<file path="config.mk">
export PLATFORM = sky130hd
export DESIGN_NAME = lru_cache_hit_cost_counter
export DESIGN_NICKNAME = d
export VERILOG_FILES = /design/src/hdl/lchc_pkg.sv /design/src/hdl/lchc_ram.sv /design/src/hdl/lchc_ctrl.sv /design/src/hdl/lchc_dp.sv /design/src/hdl/lru_cache_hit_cost_counter.sv
export SDC_FILE = /design/constraint.sdc
export NUM_CORES = 2
export LEC_CHECK = 0
export ABC_AREA = 1
export CORE_AREA = 5 5 414 416
export DETAILED_ROUTE_END_ITERATION = 7
export DIE_AREA = 0 0 419 421
export DONT_BUFFER_PORTS = 1
export MAX_ROUTING_LAYER = met4
export PLACE_DENSITY = 0.77
export SYNTH_ARGS = -nofsm -noshare
export SYNTH_HDL_FRONTEND = slang
export SYNTH_HIERARCHICAL = 1
export SYNTH_SLANG_ARGS = --single-unit
export TNS_END_PERCENT = 100
</file>
<file path="constraint.sdc">
create_clock -name clk_i -period 14.5 [get_ports clk_i]
set_clock_uncertainty 0.2 [all_clocks]
set_input_delay 3.625 -clock clk_i [delete_from_list [all_inputs] [get_ports clk_i]]
set_output_delay 3.625 -clock clk_i [all_outputs]
set_load 0.02 [all_outputs]
</file>
<file path="src/hdl/lchc_pkg.sv">
// Package for the LRU cache hit cost counter.
// Holds default sizes, cost and character constants, the controller state
// type and the command and status structs shared by controller and datapath.
package lchc_pkg;

  localparam int unsigned ENTRIES_DEF   = 32;
  localparam int unsigned KEY_BYTES_DEF = 8;
  localparam int unsigned KEY_IN_W      = 64;
  localparam int unsigned SIZE_W        = 6;
  localparam int unsigned COST_W        = 3;
  localparam int unsigned SUM_W         = 32;

  localparam logic [COST_W-1:0] HIT_COST  = 3'd1;
  localparam logic [COST_W-1:0] MISS_COST = 3'd5;

  localparam logic [7:0] CHAR_LOWER_A = 8'h61;
  localparam logic [7:0] CHAR_LOWER_Z = 8'h7a;
  localparam logic [7:0] CHAR_UPPER_A = 8'h41;

  typedef enum logic [2:0] {
    ST_IDLE,
    ST_RD,
    ST_CMP,
    ST_SRD,
    ST_SWR,
    ST_WR,
    ST_DONE
  } state_e;

  typedef struct packed {
    logic load;
    logic rd_search;
    logic rd_next;
    logic idx_clr;
    logic idx_inc;
    logic set_hit;
    logic wr_shift;
    logic wr_key;
  } cmd_t;

  typedef struct packed {
    logic search_end;
    logic match;
    logic shift_end;
    logic cap_zero;
    logic full;
  } sts_t;

endpackage

</file>
<file path="src/hdl/lchc_ram.sv">
// Generic simple dual-port RAM with one write port and a registered read port.
// Stands alone; used for the recency-ordered tag store.
module lchc_ram #(
  parameter int unsigned WIDTH = 64,
  parameter int unsigned DEPTH = 32,
  localparam int unsigned AW   = (DEPTH > 1) ? $clog2(DEPTH) : 1
) (
  input  logic             clk_i,
  input  logic             we_i,
  input  logic [AW-1:0]    waddr_i,
  input  logic [WIDTH-1:0] wdata_i,
  input  logic             re_i,
  input  logic [AW-1:0]    raddr_i,
  output logic [WIDTH-1:0] rdata_o
);

  logic [WIDTH-1:0] mem_q [DEPTH];
  logic [WIDTH-1:0] rdata_q;

  always_ff @(posedge clk_i) begin
    if (we_i) begin
      mem_q[waddr_i] <= wdata_i;
    end
    if (re_i) begin
      rdata_q <= mem_q[raddr_i];
    end
  end

  assign rdata_o = rdata_q;

endmodule

</file>
<file path="src/hdl/lchc_ctrl.sv">
// Controller state machine for the LRU cache hit cost counter.
// Depends on lchc_pkg for the state type and the command and status structs.
module lchc_ctrl (
  input  logic          clk_i,
  input  logic          rst_ni,
  input  logic          start_i,
  input  lchc_pkg::sts_t sts_i,
  output lchc_pkg::cmd_t cmd_o,
  output logic          busy_o,
  output logic          done_o
);

  lchc_pkg::state_e state_q, state_d;

  always_ff @(posedge clk_i or negedge rst_ni) begin
    if (!rst_ni) begin
      state_q <= lchc_pkg::ST_IDLE;
    end else begin
      state_q <= state_d;
    end
  end

  always_comb begin
    state_d = state_q;
    cmd_o   = '0;
    busy_o  = 1'b1;
    done_o  = 1'b0;
    case (state_q)
      lchc_pkg::ST_IDLE: begin
        busy_o = 1'b0;
        if (start_i) begin
          cmd_o.load = 1'b1;
          state_d    = lchc_pkg::ST_RD;
        end
      end
      lchc_pkg::ST_RD: begin
        if (sts_i.search_end) begin
          if (sts_i.cap_zero) begin
            state_d = lchc_pkg::ST_WR;
          end else if (sts_i.full) begin
            cmd_o.idx_clr = 1'b1;
            state_d       = lchc_pkg::ST_SRD;
          end else begin
            state_d = lchc_pkg::ST_WR;
          end
        end else begin
          cmd_o.rd_search = 1'b1;
          state_d         = lchc_pkg::ST_CMP;
        end
      end
      lchc_pkg::ST_CMP: begin
        if (sts_i.match) begin
          cmd_o.set_hit = 1'b1;
          state_d       = lchc_pkg::ST_SRD;
        end else begin
          cmd_o.idx_inc = 1'b1;
          state_d       = lchc_pkg::ST_RD;
        end
      end
      lchc_pkg::ST_SRD: begin
        if (sts_i.shift_end) begin
          state_d = lchc_pkg::ST_WR;
        end else begin
          cmd_o.rd_next = 1'b1;
          state_d       = lchc_pkg::ST_SWR;
        end
      end
      lchc_pkg::ST_SWR: begin
        cmd_o.wr_shift = 1'b1;
        cmd_o.idx_inc  = 1'b1;
        state_d        = lchc_pkg::ST_SRD;
      end
      lchc_pkg::ST_WR: begin
        cmd_o.wr_key = 1'b1;
        state_d      = lchc_pkg::ST_DONE;
      end
      lchc_pkg::ST_DONE: begin
        done_o  = 1'b1;
        state_d = lchc_pkg::ST_IDLE;
      end
      default: begin
        state_d = lchc_pkg::ST_IDLE;
      end
    endcase
  end

endmodule

</file>
<file path="src/hdl/lchc_dp.sv">
// Datapath for the LRU cache hit cost counter: key folding, size and count
// registers, the tag RAM with its index counter, and the saturating cost sum.
// Depends on lchc_pkg and lchc_ram.
module lchc_dp #(
  parameter int unsigned ENTRIES   = lchc_pkg::ENTRIES_DEF,
  parameter int unsigned KEY_BYTES = lchc_pkg::KEY_BYTES_DEF
) (
  input  logic                           clk_i,
  input  logic                           rst_ni,
  input  logic [lchc_pkg::KEY_IN_W-1:0]  key_i,
  input  logic                           cfg_valid_i,
  input  logic [lchc_pkg::SIZE_W-1:0]    cfg_data_i,
  input  lchc_pkg::cmd_t                 cmd_i,
  output lchc_pkg::sts_t                 sts_o,
  output logic                           hit_o,
  output logic [lchc_pkg::COST_W-1:0]    cost_o,
  output logic [lchc_pkg::SUM_W-1:0]     total_cost_o
);

  localparam int unsigned KEY_W = 8 * KEY_BYTES;
  localparam int unsigned CNT_W = $clog2(ENTRIES + 1);
  localparam int unsigned AW    = (ENTRIES > 1) ? $clog2(ENTRIES) : 1;
  localparam int unsigned CMP_W = (CNT_W > lchc_pkg::SIZE_W) ? CNT_W : lchc_pkg::SIZE_W;

  logic [KEY_W-1:0]                key_fold;
  logic [KEY_W-1:0]                key_q;
  logic [lchc_pkg::SIZE_W-1:0]     size_q;
  logic [CNT_W-1:0]                count_q, count_d;
  logic [CNT_W-1:0]                idx_q, idx_d;
  logic                            hit_q, hit_d;
  logic [lchc_pkg::SUM_W-1:0]      sum_q, sum_d;
  logic [CNT_W-1:0]                cap;
  logic [CNT_W-1:0]                n_eff;
  logic [CNT_W:0]                  idx_plus;
  logic [lchc_pkg::SUM_W:0]        sum_ext;
  logic [lchc_pkg::COST_W-1:0]     cost;
  logic                            ram_we;
  logic [AW-1:0]                   ram_waddr;
  logic [KEY_W-1:0]                ram_wdata;
  logic                            ram_re;
  logic [AW-1:0]                   ram_raddr;
  logic [KEY_W-1:0]                ram_rdata;

  // Lower-case letters are folded to upper case, byte by byte.
  always_comb begin
    logic [7:0] ch;
    for (int b = 0; b < KEY_BYTES; b++) begin
      ch = key_i[8*b +: 8];
      if (ch >= lchc_pkg::CHAR_LOWER_A && ch <= lchc_pkg::CHAR_LOWER_Z) begin
        ch = ch - lchc_pkg::CHAR_LOWER_A + lchc_pkg::CHAR_UPPER_A;
      end
      key_fold[8*b +: 8] = ch;
    end
  end

  always_comb begin
    if (CMP_W'(size_q) > CMP_W'(ENTRIES)) begin
      cap = CNT_W'(ENTRIES);
    end else begin
      cap = CNT_W'(size_q);
    end
    n_eff = (count_q > cap) ? cap : count_q;
  end

  assign idx_plus = {1'b0, idx_q} + {{CNT_W{1'b0}}, 1'b1};
  assign cost     = hit_q ? lchc_pkg::HIT_COST : lchc_pkg::MISS_COST;

  always_comb begin
    sts_o.search_end = (idx_q == n_eff);
    sts_o.match      = (ram_rdata == key_q);
    sts_o.shift_end  = (idx_plus >= {1'b0, n_eff});
    sts_o.cap_zero   = (cap == '0);
    sts_o.full       = (n_eff == cap);
  end

  always_comb begin
    idx_d   = idx_q;
    hit_d   = hit_q;
    count_d = count_q;
    sum_d   = sum_q;
    sum_ext = {1'b0, sum_q} + (lchc_pkg::SUM_W + 1)'(cost);
    if (cmd_i.load) begin
      idx_d = '0;
      hit_d = 1'b0;
    end
    if (cmd_i.idx_clr) begin
      idx_d = '0;
    end
    if (cmd_i.idx_inc) begin
      idx_d = idx_plus[CNT_W-1:0];
    end
    if (cmd_i.set_hit) begin
      hit_d = 1'b1;
    end
    if (cmd_i.wr_key) begin
      count_d = (cap == '0) ? '0 : idx_plus[CNT_W-1:0];
      sum_d   = sum_ext[lchc_pkg::SUM_W] ? '1 : sum_ext[lchc_pkg::SUM_W-1:0];
    end
    if (cfg_valid_i) begin
      count_d = '0;
    end
  end

  always_ff @(posedge clk_i or negedge rst_ni) begin
    if (!rst_ni) begin
      size_q  <= '0;
      count_q <= '0;
      idx_q   <= '0;
      hit_q   <= 1'b0;
      sum_q   <= '0;
    end else begin
      if (cfg_valid_i) begin
        size_q <= cfg_data_i;
      end
      count_q <= count_d;
      idx_q   <= idx_d;
      hit_q   <= hit_d;
      sum_q   <= sum_d;
    end
  end

  always_ff @(posedge clk_i) begin
    if (cmd_i.load) begin
      key_q <= key_fold;
    end
  end

  always_comb begin
    ram_re    = cmd_i.rd_search | cmd_i.rd_next;
    ram_raddr = cmd_i.rd_next ? idx_plus[AW-1:0] : idx_q[AW-1:0];
    ram_we    = cmd_i.wr_shift | (cmd_i.wr_key & (cap != '0));
    ram_waddr = idx_q[AW-1:0];
    ram_wdata = cmd_i.wr_shift ? ram_rdata : key_q;
  end

  lchc_ram #(
    .WIDTH (KEY_W),
    .DEPTH (ENTRIES)
  ) u_ram (
    .clk_i   (clk_i),
    .we_i    (ram_we),
    .waddr_i (ram_waddr),
    .wdata_i (ram_wdata),
    .re_i    (ram_re),
    .raddr_i (ram_raddr),
    .rdata_o (ram_rdata)
  );

  assign hit_o        = hit_q;
  assign cost_o       = cost;
  assign total_cost_o = sum_q;

endmodule

</file>
<file path="src/hdl/lru_cache_hit_cost_counter.sv">
// Top level of the LRU cache hit cost counter.
// Instantiates lchc_ctrl and lchc_dp; depends on lchc_pkg.
//
// An item is taken when start is high while busy is low, and its single result
// appears on hit_o, cost_o and total_cost_o for exactly one cycle with done_o
// high; the receiver cannot stall, so it must take the result in that cycle.
// The tag store is one RAM with a registered read port, searched one entry at a
// time with a read and a compare state per entry; on a hit, or on a miss with the
// store full, the entries above are then shifted down one at a time with a read
// and a write state per entry. With a cache size of zero nothing is searched or
// stored. busy falls in the cycle after done_o, so the next item can be taken in
// the cycle after the result. Writing the size register empties the store and
// leaves the running cost untouched; cfg_ready_o is always high.
module lru_cache_hit_cost_counter #(
  parameter int unsigned ENTRIES   = lchc_pkg::ENTRIES_DEF,
  parameter int unsigned KEY_BYTES = lchc_pkg::KEY_BYTES_DEF
) (
  input  logic                          clk_i,
  input  logic                          rst_ni,
  input  logic                          start,
  output logic                          busy,
  input  logic [lchc_pkg::KEY_IN_W-1:0] key_i,
  input  logic                          cfg_valid_i,
  output logic                          cfg_ready_o,
  input  logic [lchc_pkg::SIZE_W-1:0]   cfg_data_i,
  output logic                          done_o,
  output logic                          hit_o,
  output logic [lchc_pkg::COST_W-1:0]   cost_o,
  output logic [lchc_pkg::SUM_W-1:0]    total_cost_o
);

  lchc_pkg::cmd_t cmd;
  lchc_pkg::sts_t sts;

  assign cfg_ready_o = 1'b1;

  lchc_ctrl u_ctrl (
    .clk_i   (clk_i),
    .rst_ni  (rst_ni),
    .start_i (start),
    .sts_i   (sts),
    .cmd_o   (cmd),
    .busy_o  (busy),
    .done_o  (done_o)
  );

  lchc_dp #(
    .ENTRIES   (ENTRIES),
    .KEY_BYTES (KEY_BYTES)
  ) u_dp (
    .clk_i        (clk_i),
    .rst_ni       (rst_ni),
    .key_i        (key_i),
    .cfg_valid_i  (cfg_valid_i),
    .cfg_data_i   (cfg_data_i),
    .cmd_i        (cmd),
    .sts_o        (sts),
    .hit_o        (hit_o),
    .cost_o       (cost_o),
    .total_cost_o (total_cost_o)
  );

endmodule

</file>
### Word-level counts from Yosys, hierarchy flattened

Memory sizes are Yosys's and may differ from the RTL's. A register that Yosys moved wholly into a read port is not among the register bits.
Cells that the tools add are included.

| word-level totals | value |
|---|---|
| memories kept | 1 |
| bits in writable memories | 2048 |
| latch bits | 0 |
| register bits | 118 |
| input bits | 74 |
| word-level logic and storage cells | 121 |
| bits in read-only memories | 0 |

| cells by class | value |
|---|---|
| add/sub/neg operators | 18 |
| multiplexer cells | 49 |
| shift-type cells | 0 |
| multiply operators | 0 |
| divide/modulo/power cells | 0 |
| bitwise operators | 3 |
| eq/ne operators | 10 |
| reduce and logical (&&, ||, !) cells | 14 |
| magnitude comparators | 19 |

Memories:

| name | words | width | read ports | clocked after memory_dff | write ports | line | text |
|---|---|---|---|---|---|---|---|
| u_dp.u_ram.mem_q | 32 | 64 | 1 | 1 | 1 | lchc_ram.sv:17 | `logic [WIDTH-1:0] mem_q [DEPTH];` |

Operators with widths:

| cell | number |
|---|---|
| $add 8x7->8 const B | 8 |
| $eq 64x64->1 | 1 |
| $ge 8x7->1 const B | 8 |
| $le 8x7->1 const B | 8 |
| $mux 64 | 1 |
| $mux 8 | 8 |
| $sub 8x7->8 const B | 8 |
| $mux 6 | 8 |
| $add 32x3->33 | 1 |
| $mux 32 | 1 |
| $mux 1 | 22 |
| $pmux 3 s6 | 1 |
| $mux 3 | 5 |
| $eq 6x6->1 | 2 |
| $eq 3x3->1 const B | 3 |
| $logic_and 1x1->1 | 8 |
| $add 6x1->7 const B | 1 |
| $ge 7x6->1 | 1 |
| $eq 3x2->1 const B | 2 |
| $gt 6x6->1 | 1 |
| $gt 6x6->1 const B | 1 |
| $logic_not 6->1 | 1 |
| $reduce_bool 6->1 | 1 |
| $mux 5 | 1 |
| 9 further kinds | 11 |

### Depth between registers and ports, before layout

| depth | value |
|---|---|
| word-level depth | 11 |
| gate-level depth with buffers | 38 |
| gate-level depth less buffers | 35 |

### By module

Netlist, hierarchy kept.

Modules (own cells, without submodules):

| module | area each (um^2) | cells an instance | instances |
|---|---|---|---|
| lchc_ram | 83631.5 | 6768 | 1 |
| lchc_dp | 7623.6 | 1004 | 1 |
| lchc_ctrl | 251.5 | 42 | 1 |
| lru_cache_hit_cost_counter | 11.3 | 2 | 1 |

### Worst setup path before layout

Ideal clock, no wire load.

| timing path | value |
|---|---|
| kind | input-to-reg |
| start point | input port start |
| end point | register u_dp.idx_q[5] |
| setup time | 128 ps |
| buffers on the path | 0 |
| slack | 7299 ps |
| stages | 4 |
| data arrival time | 6873 ps |
| path through | inv_1 nor2_1 or3_1 o22ai_1 |

RTL lines:

| element | line | text |
|---|---|---|
| start, declared | lru_cache_hit_cost_counter.sv:20 | `input logic start,` |
| end signal, assigned | lchc_dp.sv:116 | `idx_q <= idx_d;` |
| end, declared | lchc_dp.sv:29 | `logic [CNT_W-1:0] idx_q, idx_d;` |

==> run_results.csv <==
group,metric,value,unit
sta,timing.setup.tns,0,ns
synthesis,syn_area_per_cell,11.7,um^2
worst_setup_path,end_kind,"register",
place,dp_hpwl,120,mm
sta,finalSetupViolations,0,
clock_network,postCtsSetupRepairBufs,0,
final_layout,drive_gt1_frac,0.0625,
route,ant_nets,0,
worst_setup_path,crit_slowest_cell,"nor2_1",
route,finalWirelength,254,mm
route,via_per_inst,6.22,
synthesis,synthCells,7816,
run,drv_cap,0,
grt,grt_pass1_vias,59727,
clock_network,cts.hold.buffers_added,0,
worst_setup_path,crit_buf_inv,5,
place,gp_congestion,0.847,
place,placed_area,93400,um^2
clock_network,cts_inserted_buffers,207,
grt,antenna_found_initial,5,
synthesis,yosysSeqAreaShare,0.729,
worst_setup_path,r2r_cells,33,
min_path,holdCritStartpoint,"u_dp/size_q[2]",
worst_setup_path,reg2reg_from,"u_dp/size_q[0]",
final_layout,final_area,99800,um^2
synthesis,synth_seq_cells,2230,
route,drc,0,
sta,rsz0062_at_grt,"no",
worst_setup_path,worstSetupStartpointType,"register",
worst_setup_path,ff2ff_setup_slack,6.18,ns
sta,fin_crit_sh,0.574,
sta,hold_violations,0,
floorplan,fp-row-count,150,
pwr,vdd_drop_max,356,uV
clock_network,cts_tree,"done",
worst_setup_path,crit_family,"simple AND/OR/NAND/NOR gates",
grt,grt_util_all_layers,0.290,
grt,grt_max_degree,230,
synthesis,ys_top_cells_by_area,"edfxtp_1 (71%), nand2_1 (11%), nand3_1 (10%)",
worst_setup_path,worstPathRequired,15.01,ns
floorplan,ios,113,
min_path,whs_path_depth,2,
floorplan,die_x,419,um
route,wl_per_cell,25.3,um
synthesis,synth_top_area_frac,0.714,
clock_network,clock_sink_count,2230,
min_path,min_to,"u_dp/size_q[2]",
sta,max_freq,0.120,GHz
synthesis,synth_cell_types,42,
place,port_buffers,0,
floorplan,die-area,176000,um^2
clock_network,clockBufferDepth,3,
sta,tightestPinTransition,1.48,ns
worst_setup_path,max_stage_delay,0.70,ns
final_layout,multiInputGateArea,22400,um^2
synthesis,yosys_warnings,6,
min_path,hold_path_class,"reg -> reg",
clock_network,path_clk_slew,0.06,ns
route,drtIter0Drc,9383,
route,dr_total_vias,62564,
final_layout,seqCellArea,66700,um^2
worst_setup_path,arrival,8.82,ns
clock_network,cts_resized,0,
clock_network,clk_latency,0.84,ns
floorplan,start_util,0.549,
synthesis,netlist_area,91500,um^2
worst_setup_path,crit_type,"reg -> reg",
worst_setup_path,cp_max_fo,229,
final_layout,area_growth,9.03,%
pwr,p_leak,35.7,nW
run_status,status,"complete, no violations",
sta,drv_slew,0,
clock_network,clockRootBuffer,"clkbuf_16",
worst_setup_path,crit_top_cell,"nand2_1",
floorplan,core,167000,um^2
synthesis,synthesis.nets,7913,
pwr,total_power,0.0220,W
floorplan,die_y,421,um
final_layout,nFillCells,12230,
clock_network,h-tree-depth,4,
pwr,cellPowerDensity,220,nW/um^2
synthesis,synth_area_leader_cell,"edfxtp_1",
grt,grt_pass1_wl,375,mm
sta,finalCriticalPeriod,8.32,ns
grt,grt_overflow,0,
route,first_pass_iters,8,
final_layout,finalNetCount,7774,
worst_setup_path,reg2reg_to,"u_dp/u_ram/rdata_o[61]",
sta,relSlewSlack,0.0104,
-- synth_stat cells (all sizes together) --
library cell  instances
xnor2                25
or3                   1
dfrtp                54
nor4                  4
edfxtp             2176
nand4                20
buf                 364
o22ai                 3
o21ai                64
o31ai                 4
or2                  25
nand2              2713
and2                  1
o21bai                6
inv                 144
o311ai                1
o211ai                4
conb                  3
a21o                  3
nor2                110
ha                   23
clkbuf               96
nand3b                3
a21oi                17
nand3              1879
a31oi                 3
nor3                 36
xor2                 34
-- per-layer routing --
layer | wire [um] | share of wire | track usage
met4 | 14100 | 0.056 | 0.136
met1 | 89200 | 0.35 | 0.380
met3 | 33900 | 0.13 | 0.0572
met5 | 0 | 0 | -
met2 | 117000 | 0.46 | 0.443
-- cells in the final DEF, fill, tap and decap left out, types with 51 or more instances in the layout --
cell type  instances
nand2_1         2708
edfxtp_1        2176
nand3_1         1872
clkbuf_16        208
inv_1            132
buf_4            103
nor2_1            70
clkinv_1          55
dfrtp_1           54
clkbuf_1          51
-- how the worst max path moves through the flow --
stage / endpoint / start / cells past startpoint / slack (ns)
after floorplan: u_dp/idx_q[5] / start / 4 / 7.30
after global placement: u_dp/u_ram/rdata_o[34] / u_dp/size_q[5] / 31 / 6.55
after detailed placement: u_dp/u_ram/rdata_o[61] / u_dp/size_q[0] / 33 / 6.46
after CTS: u_dp/u_ram/rdata_o[61] / u_dp/size_q[0] / 33 / 6.42
after global routing: u_dp/u_ram/rdata_o[34] / u_dp/size_q[0] / 33 / 5.49
final: u_dp/u_ram/rdata_o[61] / u_dp/size_q[0] / 33 / 6.18
-- kinds of logic after synthesis --
group	after synthesis	share of synthesized area
XOR/XNOR	59	0.00565
AND/OR/NAND/NOR	4792	0.225
other	3	0.000123
adder cells (fa/ha/maj)	23	0.00314
flip-flops	2230	0.729
buffers and inverters	604	0.0305
AO/OA/AOI/OAI	105	0.00641
-- through the flow --
stage | setup WS (ns) | hold slack, ns | utilization | std cells
6_report | 6.18 | 0.350 | 0.598 | 10061
5_1_grt | 5.49 | 0.391 | 0.598 | 10061
4_1_cts | 6.42 | 0.349 | 0.598 | 10049
3_5_place_dp | 6.46 | 0.340 | 0.560 | 9672
3_3_place_gp | 6.55 | 0.323 | 0.560 | 9672
2_1_floorplan | 7.30 | 0.287 | - | 7816
-- state kept, by name (all words and copies together) (netlist names) --
signal	count
u_dp/u_ram/mem_q	2048
u_dp/key_q	64
u_dp/u_ram/rdata_o	64
u_dp/total_cost_o	32
u_dp/count_q	6
u_dp/idx_q	6
u_dp/size_q	6
u_ctrl/state_q	3
u_dp/hit_o	1
-- worst reg2reg max path, delay by kind of cell (launching register included) --
kind	cells	cell delay (ns)
adders and majority gates	2	0.56
xor gates and xnor gates	1	0.36
and+or+nand+nor	20	3.30
DFF	1	0.38
buffers and inverters	5	2.71
AOI/OAI and AO/OA	5	0.67
-- report_power, final --
part           switching [W]  internal (W)  leakage [nW]
sequential          0.000201       0.00814          20.4
combinational        0.00626       0.00221          12.2
clock                0.00236       0.00284          3.11
total                0.00882        0.0132          35.7
-- area by class of cell --
class	count	share of cell area
multi-input cells	4982	0.224
clock inverters	118	0.00989
clock buffers	259	0.0541
repair buffers	112	0.00956
well taps	2204	0.0276
inverters	144	0.00583
flip-flops and latches	2230	0.668
diodes	12	0.000301
(Power assumes the default switching activity.)
